**config.mk**
```make
export PLATFORM = sky130hd
export DESIGN_NAME = c_comment_stripper
export DESIGN_NICKNAME = d
export VERILOG_FILES = /design/src/ccs_pkg.sv /design/src/ccs_front.sv /design/src/ccs_fifo.sv /design/src/ccs_back.sv /design/src/c_comment_stripper.sv
export SDC_FILE = /design/constraint.sdc
export NUM_CORES = 1
export LEC_CHECK = 0
export BUFFER_PORTS_ARGS = -buffer_cell sky130_fd_sc_hd__buf_4
export CAP_MARGIN = 20
export CORE_ASPECT_RATIO = 0.5
export CORE_MARGIN = 2
export CORE_UTILIZATION = 60
export DETAILED_ROUTE_END_ITERATION = 10
export GPL_TIMING_DRIVEN = 0
export HOLD_SLACK_MARGIN = 0.12
export PLACE_DENSITY = 0.88
export SLEW_MARGIN = 40
export SYNTH_ARGS = -nofsm -noshare
export SYNTH_HDL_FRONTEND = slang
export SYNTH_SLANG_ARGS = --single-unit
```
**constraint.sdc**
```tcl
create_clock -name i_clk -period 7.4 [get_ports i_clk]
set_input_delay 1.11 -clock i_clk [delete_from_list [all_inputs] [get_ports i_clk]]
set_output_delay 1.11 -clock i_clk [all_outputs]
set_load 0.005 [all_outputs]
```
**src/ccs_pkg.sv**
```systemverilog
`default_nettype none

package ccs_pkg;

    // Characters that steer the scanner.
    localparam logic [7:0] CH_SLASH  = 8'h2F;
    localparam logic [7:0] CH_STAR   = 8'h2A;
    localparam logic [7:0] CH_NL     = 8'h0A;
    localparam logic [7:0] CH_DQUOTE = 8'h22;
    localparam logic [7:0] CH_SQUOTE = 8'h27;
    localparam logic [7:0] CH_BSLASH = 8'h5C;

    // Default depth of the queue between the scanner and the output stage.
    localparam int QUEUE_DEPTH = 4;

    // Scanner modes.
    typedef enum logic [3:0] {
        M_NORMAL     = 4'd0,
        M_SLASH      = 4'd1,
        M_LINE       = 4'd2,
        M_BLOCK      = 4'd3,
        M_BLOCK_STAR = 4'd4,
        M_DQ         = 4'd5,
        M_DQ_ESC     = 4'd6,
        M_SQ         = 4'd7,
        M_SQ_ESC     = 4'd8
    } t_mode;

    // One queued command: one or two output bytes, or the error result.
    typedef struct packed {
        logic       two;
        logic       misparse;
        logic [7:0] b0;
        logic [7:0] b1;
    } t_cmd;

endpackage

`default_nettype wire

```
**src/ccs_front.sv**
```systemverilog
`default_nettype none

module ccs_front (
    input  wire          i_clk,
    input  wire          i_rst_n,
    input  wire          i_valid,
    input  wire  [7:0]   i_in_byte,
    input  wire          i_end_marker,
    input  wire          i_full,
    output logic         o_push,
    output ccs_pkg::t_cmd o_cmd
);

    ccs_pkg::t_mode r_mode;
    ccs_pkg::t_mode n_mode;
    logic           accept;
    logic           has_res;
    logic           is_quote;

    assign accept   = i_valid && !i_full;
    assign is_quote = (i_in_byte == ccs_pkg::CH_DQUOTE) || (i_in_byte == ccs_pkg::CH_SQUOTE);
    assign o_push   = accept && has_res;

    // Mode register.
    always_ff @(posedge i_clk) begin
        if (!i_rst_n) begin
            r_mode <= ccs_pkg::M_NORMAL;
        end else if (accept) begin
            r_mode <= n_mode;
        end
    end

    // Next mode and the command that this byte produces.
    always_comb begin
        n_mode       = r_mode;
        has_res      = 1'b0;
        o_cmd.two      = 1'b0;
        o_cmd.misparse = 1'b0;
        o_cmd.b0       = i_in_byte;
        o_cmd.b1       = i_in_byte;
        if (i_end_marker) begin
            n_mode = ccs_pkg::M_NORMAL;
            if (r_mode == ccs_pkg::M_SLASH) begin
                has_res        = 1'b1;
                o_cmd.misparse = 1'b1;
                o_cmd.b0       = 8'h00;
            end
        end else begin
            case (r_mode)
                ccs_pkg::M_SLASH: begin
                    if (i_in_byte == ccs_pkg::CH_STAR) begin
                        n_mode = ccs_pkg::M_BLOCK;
                    end else if (i_in_byte == ccs_pkg::CH_SLASH) begin
                        n_mode = ccs_pkg::M_LINE;
                    end else begin
                        // The held slash goes out ahead of this byte.
                        has_res   = 1'b1;
                        o_cmd.two = 1'b1;
                        o_cmd.b0  = ccs_pkg::CH_SLASH;
                        if (i_in_byte == ccs_pkg::CH_DQUOTE) begin
                            n_mode = ccs_pkg::M_DQ;
                        end else if (i_in_byte == ccs_pkg::CH_SQUOTE) begin
                            n_mode = ccs_pkg::M_SQ;
                        end else begin
                            n_mode = ccs_pkg::M_NORMAL;
                        end
                    end
                end
                ccs_pkg::M_LINE: begin
                    if (i_in_byte == ccs_pkg::CH_NL) begin
                        has_res = 1'b1;
                        n_mode  = ccs_pkg::M_NORMAL;
                    end
                end
                ccs_pkg::M_BLOCK: begin
                    if (i_in_byte == ccs_pkg::CH_STAR) begin
                        n_mode = ccs_pkg::M_BLOCK_STAR;
                    end
                end
                ccs_pkg::M_BLOCK_STAR: begin
                    if (i_in_byte == ccs_pkg::CH_SLASH) begin
                        n_mode = ccs_pkg::M_NORMAL;
                    end else if (i_in_byte != ccs_pkg::CH_STAR) begin
                        n_mode = ccs_pkg::M_BLOCK;
                    end
                end
                ccs_pkg::M_DQ: begin
                    has_res = 1'b1;
                    if (i_in_byte == ccs_pkg::CH_DQUOTE) begin
                        n_mode = ccs_pkg::M_NORMAL;
                    end else if (i_in_byte == ccs_pkg::CH_BSLASH) begin
                        n_mode = ccs_pkg::M_DQ_ESC;
                    end
                end
                ccs_pkg::M_SQ: begin
                    has_res = 1'b1;
                    if (i_in_byte == ccs_pkg::CH_SQUOTE) begin
                        n_mode = ccs_pkg::M_NORMAL;
                    end else if (i_in_byte == ccs_pkg::CH_BSLASH) begin
                        n_mode = ccs_pkg::M_SQ_ESC;
                    end
                end
                ccs_pkg::M_DQ_ESC: begin
                    has_res = 1'b1;
                    n_mode  = ccs_pkg::M_DQ;
                end
                ccs_pkg::M_SQ_ESC: begin
                    has_res = 1'b1;
                    n_mode  = ccs_pkg::M_SQ;
                end
                default: begin
                    // Normal text; unused codes behave the same way.
                    if (i_in_byte == ccs_pkg::CH_SLASH) begin
                        n_mode = ccs_pkg::M_SLASH;
                    end else begin
                        has_res = 1'b1;
                        if (i_in_byte == ccs_pkg::CH_DQUOTE) begin
                            n_mode = ccs_pkg::M_DQ;
                        end else if (is_quote) begin
                            n_mode = ccs_pkg::M_SQ;
                        end else begin
                            n_mode = ccs_pkg::M_NORMAL;
                        end
                    end
                end
            endcase
        end
    end

endmodule

`default_nettype wire

```
**src/ccs_fifo.sv**
```systemverilog
`default_nettype none

module ccs_fifo #(
    parameter int Depth = ccs_pkg::QUEUE_DEPTH
) (
    input  wire           i_clk,
    input  wire           i_rst_n,
    input  wire           i_push,
    input  ccs_pkg::t_cmd i_cmd,
    input  wire           i_pop,
    output logic          o_full,
    output logic          o_empty,
    output ccs_pkg::t_cmd o_cmd
);

    localparam int PtrW = (Depth > 1) ? $clog2(Depth) : 1;
    localparam int CntW = $clog2(Depth + 1);
    localparam logic [PtrW-1:0] LastPtr = PtrW'(Depth - 1);
    localparam logic [CntW-1:0] FullCnt = CntW'(Depth);

    ccs_pkg::t_cmd   r_mem [Depth];
    logic [PtrW-1:0] r_wptr;
    logic [PtrW-1:0] r_rptr;
    logic [CntW-1:0] r_cnt;
    logic            do_push;
    logic            do_pop;

    assign o_full  = (r_cnt == FullCnt);
    assign o_empty = (r_cnt == '0);
    assign do_push = i_push && !o_full;
    assign do_pop  = i_pop && !o_empty;
    assign o_cmd   = r_mem[r_rptr];

    // Storage.
    always_ff @(posedge i_clk) begin
        if (do_push) begin
            r_mem[r_wptr] <= i_cmd;
        end
    end

    // Pointers and fill count.
    always_ff @(posedge i_clk) begin
        if (!i_rst_n) begin
            r_wptr <= '0;
            r_rptr <= '0;
            r_cnt  <= '0;
        end else begin
            if (do_push) begin
                r_wptr <= (r_wptr == LastPtr) ? '0 : r_wptr + 1'b1;
            end
            if (do_pop) begin
                r_rptr <= (r_rptr == LastPtr) ? '0 : r_rptr + 1'b1;
            end
            if (do_push && !do_pop) begin
                r_cnt <= r_cnt + 1'b1;
            end else if (do_pop && !do_push) begin
                r_cnt <= r_cnt - 1'b1;
            end
        end
    end

endmodule

`default_nettype wire

```
**src/ccs_back.sv**
```systemverilog
`default_nettype none

module ccs_back (
    input  wire           i_clk,
    input  wire           i_rst_n,
    input  wire           i_empty,
    input  ccs_pkg::t_cmd i_cmd,
    output logic          o_pop,
    output logic          o_valid,
    input  wire           i_stall,
    output logic [7:0]    o_out_byte,
    output logic          o_misparse,
    output logic          o_run_last
);

    logic       r_valid;
    logic       r_pend;
    logic [7:0] r_b1;
    logic [7:0] r_byte;
    logic       r_misparse;
    logic       r_last;
    logic       load;

    // The output register can take a new result when it is empty or its
    // current result transfers in this cycle.
    assign load  = !r_valid || !i_stall;
    assign o_pop = load && !r_pend && !i_empty;

    // Control.
    always_ff @(posedge i_clk) begin
        if (!i_rst_n) begin
            r_valid <= 1'b0;
            r_pend  <= 1'b0;
        end else if (load) begin
            if (r_pend) begin
                r_valid <= 1'b1;
                r_pend  <= 1'b0;
            end else begin
                r_valid <= !i_empty;
                r_pend  <= !i_empty && i_cmd.two;
            end
        end
    end

    // Result payload; the second byte of a pair waits in r_b1.
    always_ff @(posedge i_clk) begin
        if (load) begin
            if (r_pend) begin
                r_byte     <= r_b1;
                r_misparse <= 1'b0;
                r_last     <= 1'b1;
            end else if (!i_empty) begin
                r_byte     <= i_cmd.b0;
                r_misparse <= i_cmd.misparse;
                r_last     <= !i_cmd.two;
                r_b1       <= i_cmd.b1;
            end
        end
    end

    assign o_valid    = r_valid;
    assign o_out_byte = r_byte;
    assign o_misparse = r_misparse;
    assign o_run_last = r_last;

endmodule

`default_nettype wire

```
**src/c_comment_stripper.sv**
```systemverilog
// C comment stripper: removes block and line comments from a byte stream of
// C source, passing string and character literals through unchanged.
// Input channel: i_valid, o_stall, i_in_byte, i_end_marker. A transfer
// carries one source byte, or an end-of-stream marker when i_end_marker is 1.
// Output channel: o_valid, i_stall, o_out_byte, o_misparse, o_run_last. Each
// input transfer causes zero, one or two results; o_run_last marks the last
// of them, and o_misparse flags a stream that ended right after a lone slash.
// A scanner accepts one byte every cycle while the queue is not full and
// writes its results into a queue of QueueDepth entries; an output stage
// sends one result per cycle while the receiver does not stall. With an
// empty queue, the first result of an item passes the queue and then the
// output register before it is valid. Throughput: one item per cycle while
// the queue is not full, bounded by one result per cycle at the output.
// When the receiver stalls, the held result stays in place, the queue fills,
// and o_stall rises once the queue is full.
// Reset clears the scan mode to normal text, empties the queue and drops
// o_valid.
`default_nettype none

module c_comment_stripper #(
    parameter int QueueDepth = ccs_pkg::QUEUE_DEPTH
) (
    input  wire        i_clk,
    input  wire        i_rst_n,
    input  wire        i_valid,
    output logic       o_stall,
    input  wire  [7:0] i_in_byte,
    input  wire        i_end_marker,
    output logic       o_valid,
    input  wire        i_stall,
    output logic [7:0] o_out_byte,
    output logic       o_misparse,
    output logic       o_run_last
);

    ccs_pkg::t_cmd push_cmd;
    ccs_pkg::t_cmd head_cmd;
    logic          push;
    logic          pop;
    logic          full;
    logic          empty;

    assign o_stall = full;

    // Scanner.
    ccs_front u_front (
        .i_clk        (i_clk),
        .i_rst_n      (i_rst_n),
        .i_valid      (i_valid),
        .i_in_byte    (i_in_byte),
        .i_end_marker (i_end_marker),
        .i_full       (full),
        .o_push       (push),
        .o_cmd        (push_cmd)
    );

    // Queue between scanner and output stage.
    ccs_fifo #(
        .Depth (QueueDepth)
    ) u_fifo (
        .i_clk   (i_clk),
        .i_rst_n (i_rst_n),
        .i_push  (push),
        .i_cmd   (push_cmd),
        .i_pop   (pop),
        .o_full  (full),
        .o_empty (empty),
        .o_cmd   (head_cmd)
    );

    // Output stage.
    ccs_back u_back (
        .i_clk      (i_clk),
        .i_rst_n    (i_rst_n),
        .i_empty    (empty),
        .i_cmd      (head_cmd),
        .o_pop      (pop),
        .o_valid    (o_valid),
        .i_stall    (i_stall),
        .o_out_byte (o_out_byte),
        .o_misparse (o_misparse),
        .o_run_last (o_run_last)
    );

endmodule

`default_nettype wire
```
# After elaboration in Yosys (flattened, before gate mapping)
# Memories as Yosys holds them, arrays and structs flattened. A register that Yosys moved wholly into a read port is not among the register bits.
# Cells that the tools add are included.
dict set report totals {
  reg_bits 31
  mem_bits_rw 72
  inputBits 13
  elab_cells 112
  mem_count 1
}
dict set report op_classes {
  add_sub_neg 4
  n_eq_ne 24
  n_mux 45
  n_bitwise 2
  n_reduce_logical 26
}
# name depth width rd rd_clocked_by_memory_dff wr line
set memory_table {}
lappend memory_table {u_fifo.r_mem 4 18 1 1 1 ccs_fifo.sv:21} ;# ccs_pkg::t_cmd r_mem [Depth];
# cell n
set ops {}
lappend ops {{4-bit two-way mux} 14}
lappend ops {{8-bit two-way mux} 6}
lappend ops {{8-bit by 6-bit equality test with 1-bit output, second input constant} 4}
lappend ops {{4-bit one-hot mux with 8 select lines} 1}
lappend ops {{4-bit by 3-bit equality test with 1-bit output, second input constant} 4}
lappend ops {{1-bit two-way mux} 14}
lappend ops {{3-bit two-way mux} 4}
lappend ops {{4-bit by 2-bit inequality test with 1-bit output, second input constant} 3}
lappend ops {{1-bit logical AND} 9}
lappend ops {{9-bit two-way mux} 1}
lappend ops {{4-bit by 2-bit equality test with 1-bit output, second input constant} 2}
lappend ops {{8-bit by 4-bit equality test with 1-bit output, second input constant} 1}
lappend ops {{8-bit by 7-bit equality test with 1-bit output, second input constant} 1}
lappend ops {{1-bit zero test} 8}
lappend ops {{2-bit two-way mux} 4}
lappend ops {{8-bit by 6-bit inequality test with 1-bit output, second input constant} 1}
lappend ops {{3-bit by 2-bit inequality test with 1-bit output, second input constant} 2}
lappend ops {{6-bit AND reduction} 1}
lappend ops {{2-bit by 1-bit adder with 2-bit output, second input constant} 2}
lappend ops {{2-bit equality test, second input constant} 2}
lappend ops {{4-bit by 1-bit equality test with 1-bit output, second input constant} 1}
lappend ops {{4-bit equality test, second input constant} 1}
lappend ops {{1-bit one-hot mux with 4 select lines} 1}
lappend ops {{4-bit OR reduction} 1}
lappend ops {{other kinds (11)} 13}

# Longest topological paths before layout
# Gate-level depths: netlist of the first run.
dict set report depth {
  word_depth 11
  mapped_depth 12
  ltp_nobuf 10
}

# Modules after synthesis
# A second synthesis of the first run with hierarchy kept.
dict set report unflattened {
  hier_cells 306
  hier_area_um2 4754.6
}
# mod instances cells_per_inst area_each_um2 seq_area_each_um2
set by_module_without_submodules {}
lappend by_module_without_submodules {ccs_fifo 1 145 3119.2 2342.2}
lappend by_module_without_submodules {ccs_front 1 119 834.6 80.1}
lappend by_module_without_submodules {ccs_back 1 42 800.8 580.6}

# Worst setup path before layout of the first run
# No wires, ideal clock.
dict set report synth_timing {
  kind {input to register}
  startpoint {input i_in_byte[4]}
  endpoint {register u_fifo.r_cnt[2]}
  t_arrival_ns 3.688
  setup_slack_ns 3.636
  cell_stages 11
  n_path_buf 1
  cell_sequence {or4b_1 > buf_2 > or4_4 > a221oi_2 > a2111oi_4 > ha_1 > inv_1 > fa_1 > xor2_1 > or3_1 > a21boi_0}
}
dict set report synth_between {
  elab_chain_len 10
  word_cells_on_any_way 15
  cone_classes {eq/ne (3); mux (6); reduce/logical (6)}
}
# item line
set synth_lines {}
lappend synth_lines {{from (decl)} c_comment_stripper.sv:27} ;# input wire [7:0] i_in_byte,
lappend synth_lines {{8-bit by 6-bit equality test with 1-bit output} {ccs_front.sv:53, ccs_front.sv:113}}
lappend synth_lines {{1-bit two-way mux} {ccs_front.sv:53, ccs_front.sv:113}}
lappend synth_lines {{1-bit two-way mux} ccs_front.sv:51} ;# if (i_in_byte == ccs_pkg::CH_STAR) begin
lappend synth_lines {{1-bit one-hot mux with 4 select lines *} ccs_front.sv:49} ;# case (r_mode)
lappend synth_lines {{1-bit two-way mux *} ccs_front.sv:41} ;# if (i_end_marker) begin
lappend synth_lines {{1-bit logical AND *} ccs_front.sv:22} ;# assign o_push = accept && has_res;
lappend synth_lines {{1-bit logical AND *} ccs_fifo.sv:30} ;# assign do_push = i_push && !o_full;
lappend synth_lines {{named net u_fifo.do_push} ccs_fifo.sv:25} ;# logic do_push;
lappend synth_lines {{1-bit zero test} ccs_fifo.sv:56} ;# end else if (do_pop && !do_push) begin
lappend synth_lines {{1-bit logical AND} ccs_fifo.sv:56}
lappend synth_lines {{2-bit nonzero test (no source line)} -}
lappend synth_lines {{to (signal assigned)} ccs_fifo.sv:55} ;# r_cnt <= r_cnt + 1'b1;
lappend synth_lines {{to (signal assigned)} ccs_fifo.sv:57} ;# r_cnt <= r_cnt - 1'b1;
lappend synth_lines {{to (decl)} ccs_fifo.sv:24} ;# logic [CntW-1:0] r_cnt;
# The timed path passes the listed nets; every way through them passes the cells marked *.
# A chain may end at the register's enable or synchronous reset.

# Worst setup path in the final report of the first run
# Same ends and word-level chain as after synthesis.

==> summary.md, run 1 <==
| Metric | Value |
|---|---|
| Initial drt markers | `373` |
| Vias in the first global route | `2649` |
| Overall Global Routing Usage | `24.88%` |
| Cts hold-fix bufs | `0` |
| Worst-path maximum fanout | `9` |
| Register area share after synthesis | `66.12%` |
| Post-CTS Setup Bufs | `0` |
| Syn Area/Cell | `15.88 µm²` |
| Worst skew pair latency | `0.34 ns` |
| Area contributors post-synth | `edfxtp_1 (60%), mux4_2 (8.9%), dfxtp_1 (6.6%)` |
| First-pass GRT wire length | `15.02 mm` |
| CTS HTree Levels | `3` |
| Switching share of power | `26.28%` |
| R2r setup slk | `4.02 ns` |
| FFs w/ async S/R, synth | `0%` |
| Ratio of cells with drive above 1 in the final layout | `27.61%` |
| Static leakage | `1.748 nW` |
| Warning count from the yosys run | `0` |
| Worst setup SP type | `primary input` |
| Logic gate share of total power | `23.2%` |
| CTS tree | `built` |
| Via count | `2733` |
| Rows | `22` |
| Starting Density | `62.03%` |
| Area Overhead vs Synth | `13.99%` |
| Least-Margin Pin Slew | `0.7776 ns` |
| Share of the synthesized area in the top cell type | `59.50%` |
| FF+latch count, synth | `105` |
| Final Max Slew Viols | `0` |
| CTS resizes | `0` |
| Initial antenna violation count | `0` |
| Routed vias/inst | `6.476` |
| Clock buffer depth | `2` |
| Design internal power | `1.247 mW` |
| Worst setup EP type | `register` |
| Die area | `8324 µm²` |
| Core ar. | `7322 µm²` |
| Nets | `342` |
| Worst Hold Class | `reg2reg` |
| Die Y | `65.52 µm` |
| Switch Pwr | `444.4 µW` |
| Cell area after synthesis | `4542 µm²` |
| Maximum vdd drop | `0.1586 mV` |
| Clock Sinks | `105` |
| Number of flops mapped to enable cells by yosys | `90` |
| Crit share post-route | `51.90%` |
| Final Util | `70.71%` |
| Fin. Hold Viols | `0` |
| Routed WL | `9.506 mm` |
| Total CTS buffers | `9` |
| Crit path time final | `3.841 ns` |
| Dominant cell type by area after synthesis | `edfxtp_1` |
| Sequential Power Share | `47.4%` |
| RePlAce Congestion | `0.8013` |
| Cells after Synth | `286` |
| I/O pins | `25` |
| Ys flop type | `edfxtp_1` |
| Drt pass-1 iters | `5` |
| Pwr dens | `326.6 nW/µm²` |
| Largest net degree at the start of global routing | `19` |
| Clk_skew | `0.007297 ns` |
| Clock power share | `29.3%` |
| Netlist cell types | `57` |
| Worst path required time | `7.67 ns` |
| Grt ovf | `0` |
| PortBufs | `23` |
| Final number of setup-violating endpoints | `0` |
| DP HPWL | `5.702 mm` |
| Slew HR | `48.16%` |
| Fin Setup TNS | `0 ns` |
| Antenna Nets Post-Route | `0` |
| Status | `complete, no violations` |
| Die W | `127.0 µm` |
| Number of remaining DRC errors | `0` |
| Reg clk slew, reported paths | `0.07 ns` |
| Clock root cell | `clkbuf_16` |
| N_diodes | `0` |
| Critical path arrival | `4.11 ns` |
| WL/cell | `22.53 µm` |
| Worst setup path category | `in2reg` |
| Max-Cap Viols | `0` |
| Fmax | `0.2604 GHz` |
| Syn_nets | `306` |
| RSZ-0062 raised after global routing | `false` |
critical path, stage by stage:
cell and delay (ns):
buf_4 0.15, or4b_1 0.54, buf_2 0.19, or4_4 0.52, a221oi_2 0.36, a2111oi_4 0.14
ha_1 0.25, inv_1 0.08, fa_1 0.19, xor2_1 0.08, or3_1 0.30, a21boi_0 0.16
layer usage:
metal | vias up | track usage [%] | share of wire, %
met5 | - | 0 | 0
met4 | 0 | 8.791 | 2.0
met3 | 18 | 5.700 | 7.4
met2 | 163 | 38.64 | 48
met1 | 1363 | 35.31 | 43
li1 | 1189 | - | -
cell usage after synthesis, types with 2 or more instances:
| library cell | n |
|---|---|
| a21oi_1 | 5 |
| and2_1 | 8 |
| xor2_1 | 2 |
| nor4_1 | 3 |
| nand2b_1 | 4 |
| edfxtp_1 | 90 |
| nand3_1 | 7 |
| mux2_2 | 9 |
| clkbuf_1 | 7 |
| nor3_1 | 6 |
| nand2_1 | 16 |
| or3_1 | 3 |
| o311ai_0 | 3 |
| inv_1 | 7 |
| a211o_1 | 2 |
| mux4_2 | 18 |
| o21ai_1 | 2 |
| mux2i_1 | 4 |
| a21o_1 | 3 |
| o21ai_0 | 5 |
| buf_2 | 2 |
| dfxtp_1 | 15 |
| a21boi_0 | 2 |
| ha_1 | 6 |
| nor2b_1 | 7 |
| clkbuf_8 | 3 |
| and2_2 | 2 |
| nor2_1 | 11 |
| nor4b_1 | 2 |
| a211oi_1 | 3 |
| and3_1 | 2 |
| xnor2_1 | 2 |
flip-flops by register name, indices dropped and copies added (netlist names), named ones only:
name               cells
u_fifo.r_rptr          2
u_back.o_valid         1
u_back.r_b1            8
u_back.o_run_last      1
u_back.r_pend          1
u_fifo.r_wptr          2
u_fifo.r_cnt           3
u_front.r_mode         4
u_back.o_misparse      1
u_back.o_out_byte      8
u_fifo.r_mem          72
power groups by stage:
stage          Clock [mW]  Combinational [mW]  Sequential, mW
2_1_floorplan           0               0.236           0.806
3_3_place_gp            0               0.356           0.806
3_5_place_dp            0               0.389           0.811
4_1_cts             0.501               0.398           0.802
5_1_grt             0.521               0.423           0.810
6_report            0.496               0.393           0.802
cell type report:
| cell class | count | area (µm²) |
|---|---|---|
| Clock inverter | 6 | 82.58 |
| Tap cell | 96 | 120.1 |
| Multi-Input combinational cell | 159 | 1433 |
| Sequential cell | 105 | 3003 |
| Inverter | 7 | 26.28 |
| Clock buffer | 9 | 225.2 |
| Fill cell | 440 | 2145 |
| Timing Repair Buffer | 25 | 187.7 |
| Buffer | 15 | 100.1 |
metrics by stage:
step,area (µm²),instances,hold slack [ns],setup slack [ns],power [mW]
after floorplan,4542,286,0.4612,3.636,1.042
after global placement,4835,405,0.4701,3.061,1.162
after detailed placement,4863,407,0.4899,3.238,1.199
after CTS,5171,422,0.5200,3.558,1.701
after global routing,5177,422,0.5569,3.429,1.754
final,5177,422,0.5178,3.559,1.691
cell usage in the layout, fill, tap and decap left out, types with 3 or more instances in the layout:
cell / synthesis / routed
ha_1: 6 / 6
nand3_1: 7 / 7
mux2i_1: 4 / 4
o311ai_0: 3 / 3
clkbuf_16: 0 / 9
inv_1: 7 / 7
nor2_1: 11 / 11
a21oi_1: 5 / 4
nand2b_1: 4 / 4
a21o_1: 3 / 3
dfxtp_1: 15 / 15
or3_1: 3 / 3
buf_4: 1 / 26
clkbuf_8: 3 / 3
mux2_2: 9 / 9
nand2_1: 16 / 16
nor2b_1: 7 / 7
a211oi_1: 3 / 3
o21ai_0: 5 / 5
and2_2: 2 / 6
and2_1: 8 / 4
mux4_2: 18 / 18
nor4_1: 3 / 3
edfxtp_1: 90 / 90
clkbuf_1: 7 / 7
nor3_1: 6 / 6
final timing paths:
path,startpoint,to,depth (start not counted)
min,u_fifo.r_wptr[1]$_SDFFE_PN0P_,u_fifo.r_wptr[1]$_SDFFE_PN0P_,2
max,i_in_byte[4],u_fifo.r_cnt[2]$_SDFFE_PN0P_,12
max reg2reg,u_front.r_mode[3]$_SDFFE_PN0P_,u_fifo.r_cnt[2]$_SDFFE_PN0P_,12
min reg2reg,u_fifo.r_wptr[1]$_SDFFE_PN0P_,u_fifo.r_wptr[1]$_SDFFE_PN0P_,2
cell families after synthesis:
| group | after synthesis | share of synthesized area [%] |
|---|---|---|
| AO/OA/AOI/OAI | 37 | 6.364 |
| AND/OR/NAND/NOR | 80 | 9.835 |
| flip-flops | 105 | 66.12 |
| multiplexers | 31 | 12.04 |
| XOR/XNOR | 4 | 0.7715 |
| adder cells (fa/ha/maj) | 7 | 2.094 |
| buffers and inverters | 22 | 2.783 |
Note: power is estimated with default switching activity, not from simulation.
==> run 2: changes to the inputs <==
Settings changed: CORE_UTILIZATION 60 to 54, PLACE_DENSITY 0.88 to 0.84.
Clock period 7.4 ns to 3.5 ns, I/O delays scaled along.
==> summary.md, run 2 (synthesized netlist as in run 1, its figures left out) <==
| Metric | Value |
|---|---|
| Clock buffer depth | `2 (unchanged)` |
| N_diodes | `0 (unchanged)` |
| Crit-path cells | `buf_4 > or4b_1 > buf_2 > or4_4 > a221oi_2 > a2111oi_4 > ha_1 > inv_1 > fa_1 > xor2_1 > or3_1 > a21boi_0 (unchanged)` |
| Final Max Slew Viols | `0 (unchanged)` |
| Ratio of cells with drive above 1 in the final layout | `28.35% (was 27.61%)` |
| Hold wc startpoint | `i_in_byte[0] (was u_fifo.r_wptr[1]$_SDFFE_PN0P_)` |
| Initial antenna violation count | `0 (unchanged)` |
| First-pass GRT wire length | `14.19 mm (was 15.02 mm)` |
| CTS resizes | `0 (unchanged)` |
| Worst-path maximum fanout | `9 (unchanged)` |
| Fmax | `0.3121 GHz` |
| Cell area after layout | `5225 µm² (was 5177 µm²)` |
| FF-to-FF End | `u_fifo.r_cnt[2]$_SDFFE_PN0P_ (unchanged)` |
| Biggest register | `u_fifo.r_mem (unchanged)` |
| Min-Delay Path Depth | `1 (was 2)` |
| Worst r2r src | `u_front.r_mode[3]$_SDFFE_PN0P_ (unchanged)` |
| Rows | `23 (was 22)` |
| Via count | `2600 (was 2733)` |
| Antenna Nets Post-Route | `0 (unchanged)` |
| Final Hold Slack | `0.3968 ns (was 0.5178 ns)` |
| Grt ovf | `0 (unchanged)` |
| Worst path required time | `3.76 ns (was 7.67 ns)` |
| R2r setup slk | `0.31 ns (was 4.02 ns)` |
| Worst setup SP type | `primary input (unchanged)` |
| Number of remaining DRC errors | `0 (unchanged)` |
| Slowest CP cell | `or4b_1 (unchanged)` |
| Worst skew pair latency | `0.34 ns (about the same)` |
| Clock Sinks | `105 (unchanged)` |
| Post-CTS Setup Bufs | `0 (unchanged)` |
| Pwr dens | `682.4 nW/µm² (was 326.6 nW/µm²)` |
| Cts hold-fix bufs | `0 (unchanged)` |
| RSZ-0062 raised after global routing | `false (unchanged)` |
| Commonest cells after routing, fill and taps aside | `edfxtp_1 (90), buf_4 (27), mux4_2 (18) (was edfxtp_1 (90), buf_4 (26), mux4_2 (18))` |
| Static leakage | `1.763 nW (was 1.748 nW)` |
| Most common cell after layout, fill and taps aside | `edfxtp_1 (unchanged)` |
| Die area | `9205 µm² (was 8324 µm²)` |
| CP max stage delay | `0.52 ns (was 0.54 ns)` |
| Critical path arrival | `3.47 ns (was 4.11 ns)` |
| Die Y | `68.85 µm (was 65.52 µm)` |
| Hold EP | `u_fifo.r_mem[3][0]$_DFFE_PP_ (was u_fifo.r_wptr[1]$_SDFFE_PN0P_)` |
| Reg clk slew, reported paths | `0.07 ns (about the same)` |
| Final number of setup-violating endpoints | `0 (unchanged)` |
| Nets | `343 (was 342)` |
| Reg2reg path depth | `12 (unchanged)` |
| Area after DPL | `4882 µm² (was 4863 µm²)` |
| Routed WL | `8.902 mm (was 9.506 mm)` |
| Worst Hold Class | `in2reg (was reg2reg)` |
| Drt pass-1 iters | `4 (was 5)` |
| Clock root cell | `clkbuf_16 (unchanged)` |
| Clk_skew | `0.007176 ns (was 0.007297 ns)` |
| Area Overhead vs Synth | `15.04% (was 13.99%)` |
| CTS tree | `built (unchanged)` |
| Least-Margin Pin Slew | `0.7181 ns (was 0.7776 ns)` |
| Routed vias/inst | `5.909 (was 6.476)` |
| Total CTS buffers | `9 (unchanged)` |
| RePlAce Congestion | `0.8142 (was 0.8013)` |
| WL/cell | `20.23 µm (was 22.53 µm)` |
| Die W | `133.7 µm (was 127.0 µm)` |
| Initial drt markers | `244 (was 373)` |
| I/O pins | `25 (unchanged)` |
| Crit share post-route | `91.55%` |
| Largest net degree at the start of global routing | `19 (unchanged)` |
| Vias in the first global route | `2751 (was 2649)` |
| Core ar. | `8087 µm² (was 7322 µm²)` |
| Max-Cap Viols | `0 (unchanged)` |
| Worst setup path category | `in2reg (unchanged)` |
| Crit path from | `i_in_byte[4] (unchanged)` |
| DP HPWL | `5.665 mm (was 5.702 mm)` |
| Worst setup EP type | `register (unchanged)` |
| Fin. Hold Viols | `0 (unchanged)` |
| PortBufs | `23 (unchanged)` |
| CTS HTree Levels | `3 (unchanged)` |
| Status | `complete, no violations (unchanged)` |
| Overall Global Routing Usage | `21.25% (was 24.88%)` |
| Slew HR | `52.13% (was 48.16%)` |
| Crit path time final | `3.204 ns` |
| Max FFs per register | `72 (unchanged)` |
| Starting Density | `56.17% (was 62.03%)` |
| Maximum vdd drop | `0.2949 mV (was 0.1586 mV)` |
-- run 2: changes by cell type in the layout (fill, tap and decap cells not counted) --
cell	before	now
buf_4	26	27
clkbuf_2	0	1
clkinv_2	2	0
inv_6	1	2
clkinv_1	1	0
clkinv_4	0	1
inv_8	0	1
-- run 2: worst max-delay path by stage --
| stage | to | cells after the start |
|---|---|---|
| floorplan | u_fifo.r_cnt[2]$_SDFFE_PN0P_ | 11 |
| global placement | u_fifo.r_cnt[2]$_SDFFE_PN0P_ | 10 |
| detailed placement | u_fifo.r_cnt[2]$_SDFFE_PN0P_ | 12 |
| CTS | u_fifo.r_cnt[2]$_SDFFE_PN0P_ | 12 |
| global route | u_fifo.r_cnt[2]$_SDFFE_PN0P_ | 12 |
| finish | u_fifo.r_cnt[2]$_SDFFE_PN0P_ | 12 |
-- run 2: per-stage QoR --
| stage | worst slack, ns | power [mW] | TNS [ns] | util, % | cells |
|---|---|---|---|---|---|
| floorplan | 0.3210 | 2.203 | 0 | - | 286 |
| CTS | 0.06882 | 3.580 | 0 | 64.41 | 438 |
| global route | 0.1368 | 3.712 | 0 | 64.61 | 440 |
| detailed placement | -0.05053 | 2.521 | -0.05053 | 60.37 | 422 |
| global placement | -0.1525 | 2.454 | -0.2225 | 60.03 | 421 |
| finish | 0.2958 | 3.566 | 0 | 64.61 | 440 |
-- run 2: area by class of cell --
class	instances	area (µm²)
clock inverter	6	97.59
timing repair buffer	26	195.2
multi-input combinational	159	1433
buffer	15	101.3
inverter	7	26.28
sequential	105	3003
tap	112	140.1
fill	563	2861
clock buffer	10	229.0
-- run 2: critical path, delay by kind of cell --
| kind | cells | cell delay [ns] |
|---|---|---|
| and+or+nand+nor | 3 | 1.35 |
| AOI/OAI and AO/OA | 3 | 0.66 |
| adders and majority gates | 2 | 0.43 |
| buffers and inverters | 3 | 0.42 |
| xor gates and xnor gates | 1 | 0.08 |
-- run 2: layer usage --
layer	track usage, %	up-vias	routed length [µm]
met1	26.23	1302	3773
met3	5.556	13	550
li1	-	1186	-
met4	6.250	0	113
met2	38.21	99	4465
met5	0	-	0
-- run 2: where the power goes --
| group | switching (mW) | internal [mW] |
|---|---|---|
| Combinational | 0.411 | 0.394 |
| Clock | 0.435 | 0.638 |
| Sequential | 0.0745 | 1.61 |
| Total | 0.921 | 2.64 |
